[config.mk]
export PLATFORM = sky130hd
export DESIGN_NAME = vdu_command_stream_parser
export DESIGN_NICKNAME = d
export VERILOG_FILES = /design/src/hdl/vdu_pkg.sv /design/src/hdl/vdu_command_stream_parser.sv
export SDC_FILE = /design/constraint.sdc
export NUM_CORES = 1
export LEC_CHECK = 0
export BUFFER_PORTS_ARGS = -buffer_cell sky130_fd_sc_hd__buf_2
export CAP_MARGIN = 20
export CORE_MARGIN = 2
export CORE_UTILIZATION = 50
export DETAILED_ROUTE_END_ITERATION = 10
export MAX_ROUTING_LAYER = met4
export PLACE_DENSITY = 0.76
export SYNTH_ARGS = -nofsm -noshare
export SYNTH_HDL_FRONTEND = slang
export SYNTH_SLANG_ARGS = --single-unit
[constraint.sdc]
create_clock -name clk -period 15.08 [get_ports clk]
set_input_delay 3.016 -clock clk [delete_from_list [all_inputs] [get_ports clk]]
set_output_delay 3.016 -clock clk [all_outputs]
set_load 0.05 [all_outputs]
[src/hdl/vdu_pkg.sv]
// ----------------------------------------------------------------------------
// VDU command stream parser package
// Command codes, display action codes and the parameter length table.
// ----------------------------------------------------------------------------
`default_nettype none

package vdu_pkg;

  localparam int unsigned PARAM_DEPTH = 9;

  typedef enum logic [4:0] {
    ACT_CURSOR       = 5'd0,
    ACT_CLS          = 5'd1,
    ACT_HOME         = 5'd2,
    ACT_TEXT_COLOR   = 5'd3,
    ACT_GCOL         = 5'd4,
    ACT_DEF_TEXT     = 5'd5,
    ACT_DEF_GFX      = 5'd6,
    ACT_MODE         = 5'd7,
    ACT_UDG          = 5'd8,
    ACT_GFX_WINDOW   = 5'd9,
    ACT_PLOT         = 5'd10,
    ACT_RST_TEXT_WIN = 5'd11,
    ACT_RST_GFX_WIN  = 5'd12,
    ACT_ORIGIN       = 5'd13,
    ACT_TEXT_CURSOR  = 5'd14,
    ACT_RST_GFX_CUR  = 5'd15,
    ACT_TEXT_WINDOW  = 5'd16,
    ACT_CHAR         = 5'd17
  } action_t;

  localparam logic [7:0] CMD_PRINT_NEXT      = 8'd1;
  localparam logic [7:0] CMD_TEXT_AT_TEXT    = 8'd4;
  localparam logic [7:0] CMD_TEXT_AT_GFX     = 8'd5;
  localparam logic [7:0] CMD_VDU_ENABLE      = 8'd6;
  localparam logic [7:0] CMD_BACKSPACE       = 8'd8;
  localparam logic [7:0] CMD_FORWARD         = 8'd9;
  localparam logic [7:0] CMD_LINE_FEED       = 8'd10;
  localparam logic [7:0] CMD_LINE_UP         = 8'd11;
  localparam logic [7:0] CMD_CLS             = 8'd12;
  localparam logic [7:0] CMD_CR              = 8'd13;
  localparam logic [7:0] CMD_TEXT_COLOR      = 8'd17;
  localparam logic [7:0] CMD_GCOL            = 8'd18;
  localparam logic [7:0] CMD_DEFAULT_COLORS  = 8'd20;
  localparam logic [7:0] CMD_VDU_DISABLE     = 8'd21;
  localparam logic [7:0] CMD_MODE            = 8'd22;
  localparam logic [7:0] CMD_DEFINE_CHAR     = 8'd23;
  localparam logic [7:0] CMD_GFX_WINDOW      = 8'd24;
  localparam logic [7:0] CMD_PLOT            = 8'd25;
  localparam logic [7:0] CMD_RESET_WINDOWS   = 8'd26;
  localparam logic [7:0] CMD_TEXT_WINDOW     = 8'd28;
  localparam logic [7:0] CMD_ORIGIN          = 8'd29;
  localparam logic [7:0] CMD_HOME            = 8'd30;
  localparam logic [7:0] CMD_TAB             = 8'd31;
  localparam logic [7:0] CMD_DELETE          = 8'd127;
  localparam logic [7:0] CHAR_FIRST          = 8'd32;
  localparam logic [15:0] CHAR_SPACE         = 16'd32;

  function automatic logic [3:0] param_len(input logic [4:0] code);
    logic [3:0] len;
    case (code)
      5'd1, 5'd17, 5'd22: len = 4'd1;
      5'd18, 5'd31:       len = 4'd2;
      5'd28, 5'd29:       len = 4'd4;
      5'd19, 5'd25:       len = 4'd5;
      5'd24:              len = 4'd8;
      5'd23:              len = 4'd9;
      default:            len = 4'd0;
    endcase
    return len;
  endfunction

  // True for commands that always expand into at least one action.
  function automatic logic has_action(input logic [7:0] cmd);
    logic r;
    case (cmd)
      CMD_BACKSPACE, CMD_FORWARD, CMD_LINE_FEED, CMD_LINE_UP, CMD_CLS, CMD_CR,
      CMD_TEXT_COLOR, CMD_GCOL, CMD_DEFAULT_COLORS, CMD_DEFINE_CHAR,
      CMD_GFX_WINDOW, CMD_PLOT, CMD_RESET_WINDOWS, CMD_TEXT_WINDOW,
      CMD_ORIGIN, CMD_HOME, CMD_TAB, CMD_DELETE: r = 1'b1;
      default: r = (cmd >= CHAR_FIRST);
    endcase
    return r;
  endfunction

endpackage

`default_nettype wire

[src/hdl/vdu_command_stream_parser.sv]
// ----------------------------------------------------------------------------
// VDU command stream parser
// Parses a byte stream of VDU codes and parameters into display actions.
//
// Bytes enter on code_byte with in_valid/in_ready; each action leaves on the
// output ports with out_valid/out_ready, one transaction per action, and
// last_action marks the final action caused by one byte. cfg_wr_en writes
// cfg_wr_data into the display-active bit; while it is 0 every byte is
// accepted and dropped.
// A taken byte sets the job register, and the action sequencer then loads
// its first action into the output register. The sequencer emits one action
// per cycle while the receiver takes them, so a byte with N actions holds the
// block until all N are loaded (up to 11 for a mode change); the next byte is
// taken in the cycle that the last action is loaded. Bytes with one or no
// action flow at one per cycle while the receiver keeps up.
// When the receiver stalls, the output register holds its transaction and the
// sequencer waits, and in_ready falls once the sequencer cannot advance.
// Reset clears the parser state, enables output and sets display active.
// ----------------------------------------------------------------------------
`default_nettype none

module vdu_command_stream_parser #(
  parameter int unsigned MODE_COUNT = 8
) (
  input  wire logic               clk,
  input  wire logic               rst,
  input  wire logic               cfg_wr_en,
  input  wire logic               cfg_wr_data,
  input  wire logic               in_valid,
  output logic                    in_ready,
  input  wire logic [7:0]         code_byte,
  output logic                    out_valid,
  input  wire logic               out_ready,
  output logic [4:0]              action,
  output logic signed [15:0]      arg_a,
  output logic signed [15:0]      arg_b,
  output logic signed [15:0]      arg_c,
  output logic signed [15:0]      arg_d,
  output logic [63:0]             glyph_rows,
  output logic                    text_via_graphics,
  output logic                    last_action
);

  logic       display_active;
  logic [7:0] param_bytes [vdu_pkg::PARAM_DEPTH];
  logic [3:0] bytes_remaining;
  logic [3:0] param_index;
  logic [7:0] pending_command;
  logic       graphics_text_flag;
  logic       output_enabled;

  logic       job_valid;
  logic [7:0] job_cmd;
  logic [3:0] job_step;

  vdu_pkg::action_t   act_q;
  logic signed [15:0] a_q, b_q, c_q, d_q;
  logic [63:0]        glyph_q;
  logic               tvg_q;
  logic               last_q;

  vdu_pkg::action_t   cur_act;
  logic signed [15:0] cur_a, cur_b, cur_c, cur_d;
  logic [63:0]        cur_glyph;
  logic               cur_last;

  logic       in_fire;
  logic       parse;
  logic       out_load;
  logic       job_done;
  logic [7:0] cmd_next;
  logic [3:0] rem_next;
  logic       complete;
  logic       run;
  logic       mode_ok;
  logic       start_job;
  logic       gtf_next;
  logic       oe_next;

  logic signed [15:0] s01, s12, s23, s34, s45, s67;

  assign out_load = job_valid && (!out_valid || out_ready);
  assign job_done = out_load && cur_last;
  assign in_ready = !job_valid || job_done;
  assign in_fire  = in_valid && in_ready;
  assign parse    = in_fire && display_active;

  always_comb begin
    if (bytes_remaining == 4'd0) begin
      cmd_next = code_byte;
      rem_next = (code_byte < vdu_pkg::CHAR_FIRST) ? vdu_pkg::param_len(code_byte[4:0])
                                                   : 4'd0;
    end else begin
      cmd_next = pending_command;
      rem_next = bytes_remaining - 4'd1;
    end
    complete = (rem_next == 4'd0);
    run = complete && (output_enabled || cmd_next == vdu_pkg::CMD_PRINT_NEXT ||
                       cmd_next == vdu_pkg::CMD_VDU_ENABLE);
    mode_ok = ({1'b0, code_byte} < 9'(MODE_COUNT));
    gtf_next = graphics_text_flag;
    oe_next = output_enabled;
    start_job = 1'b0;
    if (run) begin
      case (cmd_next)
        vdu_pkg::CMD_TEXT_AT_TEXT: gtf_next = 1'b0;
        vdu_pkg::CMD_TEXT_AT_GFX:  gtf_next = 1'b1;
        vdu_pkg::CMD_VDU_ENABLE:   oe_next = 1'b1;
        vdu_pkg::CMD_VDU_DISABLE:  oe_next = 1'b0;
        vdu_pkg::CMD_MODE: begin
          if (mode_ok) begin
            gtf_next = 1'b0;
            oe_next = 1'b1;
            start_job = 1'b1;
          end
        end
        default: start_job = vdu_pkg::has_action(cmd_next);
      endcase
    end
  end

  always_ff @(posedge clk) begin
    if (rst) begin
      display_active <= 1'b1;
      bytes_remaining <= 4'd0;
      param_index <= 4'd0;
      pending_command <= 8'd0;
      graphics_text_flag <= 1'b0;
      output_enabled <= 1'b1;
    end else begin
      if (cfg_wr_en) begin
        display_active <= cfg_wr_data;
      end
      if (parse) begin
        pending_command <= cmd_next;
        bytes_remaining <= rem_next;
        graphics_text_flag <= gtf_next;
        output_enabled <= oe_next;
        if (bytes_remaining == 4'd0) begin
          param_index <= 4'd0;
        end else if (param_index < 4'(vdu_pkg::PARAM_DEPTH)) begin
          param_index <= param_index + 4'd1;
        end
      end
    end
  end

  always_ff @(posedge clk) begin
    if (parse && bytes_remaining != 4'd0 && param_index < 4'(vdu_pkg::PARAM_DEPTH)) begin
      param_bytes[param_index] <= code_byte;
    end
  end

  always_ff @(posedge clk) begin
    if (rst) begin
      job_valid <= 1'b0;
      job_cmd <= 8'd0;
      job_step <= 4'd0;
    end else if (parse && start_job) begin
      job_valid <= 1'b1;
      job_cmd <= cmd_next;
      job_step <= 4'd0;
    end else if (job_done) begin
      job_valid <= 1'b0;
    end else if (out_load) begin
      job_step <= job_step + 4'd1;
    end
  end

  assign s01 = {param_bytes[1], param_bytes[0]};
  assign s12 = {param_bytes[2], param_bytes[1]};
  assign s23 = {param_bytes[3], param_bytes[2]};
  assign s34 = {param_bytes[4], param_bytes[3]};
  assign s45 = {param_bytes[5], param_bytes[4]};
  assign s67 = {param_bytes[7], param_bytes[6]};

  always_comb begin
    cur_act = vdu_pkg::ACT_CHAR;
    cur_a = 16'sd0;
    cur_b = 16'sd0;
    cur_c = 16'sd0;
    cur_d = 16'sd0;
    cur_glyph = 64'd0;
    cur_last = 1'b1;
    case (job_cmd)
      vdu_pkg::CMD_BACKSPACE, vdu_pkg::CMD_FORWARD, vdu_pkg::CMD_LINE_FEED,
      vdu_pkg::CMD_LINE_UP, vdu_pkg::CMD_CR: begin
        cur_act = vdu_pkg::ACT_CURSOR;
        cur_a = {8'd0, job_cmd};
      end
      vdu_pkg::CMD_CLS: begin
        cur_act = (job_step == 4'd0) ? vdu_pkg::ACT_CLS : vdu_pkg::ACT_HOME;
        cur_last = (job_step != 4'd0);
      end
      vdu_pkg::CMD_TEXT_COLOR: begin
        cur_act = vdu_pkg::ACT_TEXT_COLOR;
        cur_a = {8'd0, param_bytes[0]};
      end
      vdu_pkg::CMD_GCOL: begin
        cur_act = vdu_pkg::ACT_GCOL;
        cur_a = {8'd0, param_bytes[0]};
        cur_b = {8'd0, param_bytes[1]};
      end
      vdu_pkg::CMD_DEFAULT_COLORS: begin
        cur_act = (job_step == 4'd0) ? vdu_pkg::ACT_DEF_TEXT : vdu_pkg::ACT_DEF_GFX;
        cur_last = (job_step != 4'd0);
      end
      vdu_pkg::CMD_MODE: begin
        cur_last = 1'b0;
        case (job_step)
          4'd0: begin
            cur_act = vdu_pkg::ACT_MODE;
            cur_a = {8'd0, param_bytes[0]};
          end
          4'd1: cur_act = vdu_pkg::ACT_DEF_TEXT;
          4'd2: cur_act = vdu_pkg::ACT_DEF_GFX;
          4'd3: cur_act = vdu_pkg::ACT_RST_TEXT_WIN;
          4'd4: cur_act = vdu_pkg::ACT_RST_GFX_WIN;
          4'd5: cur_act = vdu_pkg::ACT_ORIGIN;
          4'd6: cur_act = vdu_pkg::ACT_TEXT_CURSOR;
          4'd7: cur_act = vdu_pkg::ACT_RST_GFX_CUR;
          4'd8: cur_act = vdu_pkg::ACT_CLS;
          4'd9: cur_act = vdu_pkg::ACT_HOME;
          default: begin
            cur_act = vdu_pkg::ACT_HOME;
            cur_last = 1'b1;
          end
        endcase
      end
      vdu_pkg::CMD_DEFINE_CHAR: begin
        cur_act = vdu_pkg::ACT_UDG;
        cur_a = {8'd0, param_bytes[0]};
        cur_glyph = {param_bytes[8], param_bytes[7], param_bytes[6], param_bytes[5],
                     param_bytes[4], param_bytes[3], param_bytes[2], param_bytes[1]};
      end
      vdu_pkg::CMD_GFX_WINDOW: begin
        cur_act = vdu_pkg::ACT_GFX_WINDOW;
        cur_a = (s01 < s45) ? s01 : s45;
        cur_c = (s01 < s45) ? s45 : s01;
        cur_b = (s23 < s67) ? s23 : s67;
        cur_d = (s23 < s67) ? s67 : s23;
      end
      vdu_pkg::CMD_PLOT: begin
        cur_act = vdu_pkg::ACT_PLOT;
        cur_a = {8'd0, param_bytes[0]};
        cur_b = s12;
        cur_c = s34;
      end
      vdu_pkg::CMD_RESET_WINDOWS: begin
        cur_last = 1'b0;
        case (job_step)
          4'd0: cur_act = vdu_pkg::ACT_RST_TEXT_WIN;
          4'd1: cur_act = vdu_pkg::ACT_RST_GFX_WIN;
          4'd2: cur_act = vdu_pkg::ACT_ORIGIN;
          4'd3: cur_act = vdu_pkg::ACT_TEXT_CURSOR;
          default: begin
            cur_act = vdu_pkg::ACT_RST_GFX_CUR;
            cur_last = 1'b1;
          end
        endcase
      end
      vdu_pkg::CMD_TEXT_WINDOW: begin
        if (job_step == 4'd0) begin
          cur_act = vdu_pkg::ACT_TEXT_WINDOW;
          cur_last = 1'b0;
          if (param_bytes[0] < param_bytes[2]) begin
            cur_a = {8'd0, param_bytes[0]};
            cur_c = {8'd0, param_bytes[2]};
          end else begin
            cur_a = {8'd0, param_bytes[2]};
            cur_c = {8'd0, param_bytes[0]};
          end
          if (param_bytes[1] > param_bytes[3]) begin
            cur_b = {8'd0, param_bytes[1]};
            cur_d = {8'd0, param_bytes[3]};
          end else begin
            cur_b = {8'd0, param_bytes[3]};
            cur_d = {8'd0, param_bytes[1]};
          end
        end else begin
          cur_act = vdu_pkg::ACT_HOME;
        end
      end
      vdu_pkg::CMD_ORIGIN: begin
        cur_act = vdu_pkg::ACT_ORIGIN;
        cur_a = s01;
        cur_b = s23;
      end
      vdu_pkg::CMD_HOME: cur_act = vdu_pkg::ACT_HOME;
      vdu_pkg::CMD_TAB: begin
        cur_act = vdu_pkg::ACT_TEXT_CURSOR;
        cur_a = {8'd0, param_bytes[0]};
        cur_b = {8'd0, param_bytes[1]};
      end
      vdu_pkg::CMD_DELETE: begin
        if (job_step == 4'd1) begin
          cur_act = vdu_pkg::ACT_CHAR;
          cur_a = vdu_pkg::CHAR_SPACE;
          cur_last = 1'b0;
        end else begin
          cur_act = vdu_pkg::ACT_CURSOR;
          cur_a = {8'd0, vdu_pkg::CMD_FORWARD};
          cur_last = (job_step != 4'd0);
        end
      end
      default: begin
        cur_act = vdu_pkg::ACT_CHAR;
        cur_a = {8'd0, job_cmd};
      end
    endcase
  end

  always_ff @(posedge clk) begin
    if (rst) begin
      out_valid <= 1'b0;
    end else if (out_load) begin
      out_valid <= 1'b1;
    end else if (out_ready) begin
      out_valid <= 1'b0;
    end
  end

  always_ff @(posedge clk) begin
    if (out_load) begin
      act_q <= cur_act;
      a_q <= cur_a;
      b_q <= cur_b;
      c_q <= cur_c;
      d_q <= cur_d;
      glyph_q <= cur_glyph;
      tvg_q <= graphics_text_flag;
      last_q <= cur_last;
    end
  end

  assign action = act_q;
  assign arg_a = a_q;
  assign arg_b = b_q;
  assign arg_c = c_q;
  assign arg_d = d_q;
  assign glyph_rows = glyph_q;
  assign text_via_graphics = tvg_q;
  assign last_action = last_q;

endmodule

`default_nettype wire

# Word level (Yosys, flattened, before mapping)
# Memories as Yosys holds them, arrays and structs flattened. A register that Yosys moved wholly into a read port is not among the register bits.
# Index checks and enable logic that the tools add are counted.
# op_classes
add_sub_neg	3
magnitude_cmp	8
n_eq_ne	53
mux	49
bitwise	1
reduce_logical	39
# op_table
cell	n
equality test 8 x 5 -> 1 bit, second input constant	25
one-hot mux 16 bit (7 select lines)	1
equality test 8 x 4 -> 1 bit, second input constant	12
2-to-1 mux 8 bit	10
one-hot mux 16 bit (5 select lines)	1
one-hot mux 5 bit (15 select lines)	1
2-to-1 mux 16 bit	4
one-hot mux 16 bit (3 select lines)	1
one-hot mux 4 bit (9 select lines)	1
less-than comparator 16 bit	2
one-hot mux 16 bit (2 select lines)	1
equality test 8 x 3 -> 1 bit, second input constant	3
OR reduction 18 bit	1
equality test 4 x 3 -> 1 bit, second input constant	4
equality test 8 x 7 -> 1 bit, second input constant	2
2-to-1 mux 4 bit	4
2-to-1 mux 1 bit	15
logical NOT 4 bit	3
one-hot mux 3 bit (4 select lines)	1
OR reduction 4 bit	3
2-to-1 mux 5 bit	2
OR reduction 10 bit	1
OR reduction 5 bit	2
adder 4 x 1 -> 4 bit, second input constant	2
other kinds (27)	51
# totals
regBits	168
ramBits	72
romBits	128
input_bits	14
output_inout_bits	137
elab_cells	173
n_memories	2
# mem_list
name	words	word_bits	read_ports	rd_clocked_by_memory_dff	write_ports	line_no	text
(name not given)	32	4	1	0	0	vdu_pkg.sv:61	case (code)
param_bytes	9	8	9	1	1	vdu_command_stream_parser.sv:45	logic [7:0] param_bytes [vdu_pkg::PARAM_DEPTH];

# Logic depth before layout (Yosys ltp)
# depth
ltp_word	12
ltp_mapped	12
depth_no_buf	10

# Worst setup path after synthesis
# OpenSTA, ideal clock, no wires.
# synth_timing
kind	input -> register
from	input port out_ready
to	register act_q[0] (netlist: action[0]), enable pin
setup_ps	631
arrival_time_ps	8691
required_time_ps	14449
setup_slack_ps	5759
cell_stages	2
path_buffers	0
cell_sequence	nor2b_1 nor2_1
# synth_via
elab_chain_len	2
# synth_lines
element	line_no	text
start, declared	vdu_command_stream_parser.sv:33	input wire logic out_ready,
logical OR 1 bit	vdu_command_stream_parser.sv:82	assign out_load = job_valid && (!out_valid || out_ready);
logical AND 1 bit	vdu_command_stream_parser.sv:82	
named net out_load	vdu_command_stream_parser.sv:69	logic out_load;
end signal, assigned	vdu_command_stream_parser.sv:325	act_q <= cur_act;
end, declared	vdu_command_stream_parser.sv:56	vdu_pkg::action_t act_q;
# The timed path passes the listed nets, and every way through them passes these cells.
# A chain may end at the register's enable or synchronous reset.

# Worst setup path in the final report
# layout_timing
from	input port out_ready
to	output port in_ready
# layout_via
elab_chain_len	4
# layout_lines
element	line_no	text
logical OR 1 bit	vdu_command_stream_parser.sv:82	
logical AND 1 bit	vdu_command_stream_parser.sv:82	
logical AND 1 bit	vdu_command_stream_parser.sv:83	assign job_done = out_load && cur_last;
logical OR 1 bit	vdu_command_stream_parser.sv:84	assign in_ready = !job_valid || job_done;
end, declared	vdu_command_stream_parser.sv:30	output logic in_ready,
# No other way between the ends.

==> impl_metrics.tcl <==
set metrics [dict create \
    outcome "complete, no violations" \
    synthTopCellsByArea "edfxtp_1, ha_1, dfxtp_1, mux2i_1, nor4_1" \
    cts.sinks 240 \
    cp_cell_sequence "buf_2 > nor2b_1 > inv_1 > a21o_1 > buf_2" \
    netlist_instances 1076 \
    clkLatencyLatePin_ns 0.55 \
    switching_power_uw 427.3 \
    gp_congestion 0.9716 \
    peakVddDrop_mv 0.08803 \
    worstHoldPathType "reg2reg" \
    synth_commonest_cells "edfxtp_1, nor2_1, nand2_1" \
    crit_buf_inv 3 \
    drt_pass1_iterations 8 \
    synth_edf_count 207 \
    dr_total_vias 9508 \
    yosys.area.top_type "edfxtp_1" \
    start_util 0.5092 \
    wl_met2_um 14290 \
    grt_pass1_wl_um 48990 \
    slowest_stage "nor2b_1" \
    clkSlewWorstSetupHoldPaths_ns 0.06 \
    drive_above_1_share 0.1888 \
    ys_seq_area_frac 0.5553 \
    post_cts_buffers 0 \
    grt_setup_unrepaired "false" \
    grt-ovfl-total 0 \
    finalHoldViolCount 0 \
    fin_cells 1542 \
    worstSetupPathType "in2out" \
    startpoint_type "primary input" \
    max_freq_ghz 0.1445 \
    arrival_ns 3.91 \
    via_per_inst 6.166 \
    drtIter0Drc 1333 \
    synth_nets 1146 \
    combPwrFrac 0.128 \
    postRouteWirelength_um 32560 \
    area_delta_synth_final_pct 13.59 \
    setup_viol 0 \
    worst_pin_slew_ns 0.9881 \
    wl_per_cell_um 21.11 \
    ctsHoldBuffers 0 \
    power_frac_seq 0.502 \
    drc 0 \
    critPathMaxStageDelay_ns 0.30 \
    ys_warn_count 0 \
    grtUsageTotal 0.2494 \
    fin_crit_sh 0.4590 \
    swShare 0.2791 \
    num_antenna_cells 0 \
    core-area_um2 24320 \
    yosysUniqueCellTypes 90 \
    antenna_found_initial 0 \
    p_int_mw 1.104 \
    port_buffers 150 \
    cp_max_fo 4 \
    fin_nets 1270 \
    num_rows 57 \
    critical_path.top_delay_family "buffers and inverters" \
    cts_buffers 25 \
    maxCapViolCount 0 \
    cts_root_buf "clkbuf_16" \
    topRoutingLayerUsed "met4" \
    cts_resized 0 \
    finalSetupTns_ns 0 \
    crit_top_cell "buf_2" \
    cts_tree "built" \
    p_clk_frac 0.370 \
    power_density_nw_per_um2 108.8 \
    synth_area_um2 12380 \
    required_ns 12.06 \
    dpl.cell_count 1496 \
    die_area_um2 26040 \
    wl_met1_um 13420 \
    io_pins 151 \
    grt_max_degree 82 \
    syn_area_per_cell_um2 11.51 \
    total_power_mw 1.531 \
    drt.antenna.violating_nets 0 \
    ys_seq_elements 240 \
    end_kind "output pin" \
    dr_wl_met3_um 3593 \
    dp.final_hpwl_um 22160 \
    power.leakage_nw 5.274 \
    die_y_um 161.4 \
    skew_ns 0.02015 \
    synth.most_common_cell "edfxtp_1" \
    cts_buffer_depth 3 \
    finalMaxSlewViolations 0 \
    synth_top_flop_cell "edfxtp_1" \
    async_flop_share 0 \
    h-tree-depth 1 \
    slew_headroom 0.3413 \
    period_needed_ns 6.921 \
    synthDominantCellAreaShare 0.5020 \
    grt_pass1_vias 8786 \
    die_x_um 161.4 \
]
==> worst reg2reg max path: cells and delay by family (launching register included) <==
| kind | cells | cell delay [ns] |
|---|---|---|
| AOI/OAI and AO/OA | 3 | 0.62 |
| DFF | 1 | 0.37 |
| buffers and inverters | 1 | 0.07 |
| and+or+nand+nor | 5 | 2.15 |
| adders and majority gates | 1 | 0.25 |
==> cell usage in the layout (no fill, tap or decap), types with 7 or more instances in the layout <==
master and instances:
edfxtp_1 207, buf_2 150, nor2_1 87, nand2_1 75, inv_1 63, ha_1 56, a21oi_1 54, nor4_1 54
mux2i_1 52, o21ai_0 35, dfxtp_1 33, and2_1 29, clkbuf_16 25, nor3_1 17, nand3_1 16, nor2b_1 15
o221ai_1 13, buf_4 12, a21o_1 10, o22a_1 10, a211oi_1 9, a222oi_1 9, o21ai_1 8, a221oi_1 7
a22o_1 7, o311ai_0 7
==> power groups by stage <==
stage	Combinational (mW)	Sequential, mW	Clock [mW]
2_1_floorplan	0.0855	0.852	0
3_3_place_gp	0.191	0.782	0
3_5_place_dp	0.194	0.783	0
4_1_cts	0.194	0.769	0.577
5_1_grt	0.206	0.772	0.603
6_report	0.195	0.769	0.567
==> final timing paths <==
path                                         from                           to  slack (ns)  cells after the start
hold reg to reg   graphics_text_flag$_SDFFE_PP0P_  text_via_graphics$_DFFE_PP_        0.43                      0
setup reg to reg  bytes_remaining[0]$_SDFFE_PP0P_      job_cmd[2]$_SDFFE_PP0P_       11.54                     10
setup / recovery                        out_ready                     in_ready        8.16                      5
hold / removal    graphics_text_flag$_SDFFE_PP0P_  text_via_graphics$_DFFE_PP_        0.43                      0
==> cell type report <==
class / instances / area [um2]
clock buffers: 29 / 640.6
flip-flops and latches: 240 / 6877
well taps: 324 / 405.4
multi-input cells: 706 / 4931
clock inverters: 16 / 116.4
inverters: 64 / 240.2
repair buffers: 163 / 855.8
fillers: 1964 / 10250
==> stage by stage <==
stage                     utilization  worst slack, ns  instance area, um2  hold WS [ns]
after floorplan                     -            5.759               12380        0.4005
after global placement         0.5466            8.155               13290        0.4298
after detailed placement       0.5466            8.161               13290        0.4204
after CTS                      0.5778            8.155               14050        0.4307
after global routing           0.5784            8.058               14070        0.4473
final                          0.5784            8.159               14070        0.4262
==> layer usage <==
| metal | track usage | vias up |
|---|---|---|
| met5 | - | - |
| met2 | 0.3603 | 604 |
| met1 | 0.3545 | 4437 |
| met3 | 0.04032 | 104 |
| met4 | 0.09740 | 0 |
| li1 | - | 4363 |
==> flip-flops by register name, summed over array words and instances (netlist names), 5 cells and up <==
name	count
job_cmd	8
arg_a	16
glyph_rows	64
pending_command	8
action	5
param_bytes	72
arg_c	16
arg_b	16
arg_d	16
==> cells by family (layout without fill, tap and decap cells) <==
family	count (synthesis)	after routing	share of synthesized area
muxes	53	53	0.04284
AOI/OAI and AO/OA	249	249	0.1483
DFF	240	240	0.5553
buffers and inverters	130	272	0.04810
adders and majority gates	56	56	0.05658
xor gates and xnor gates	6	6	0.004244
and+or+nand+nor	342	342	0.1446
No activity file was read; power rests on OpenSTA's default activity.
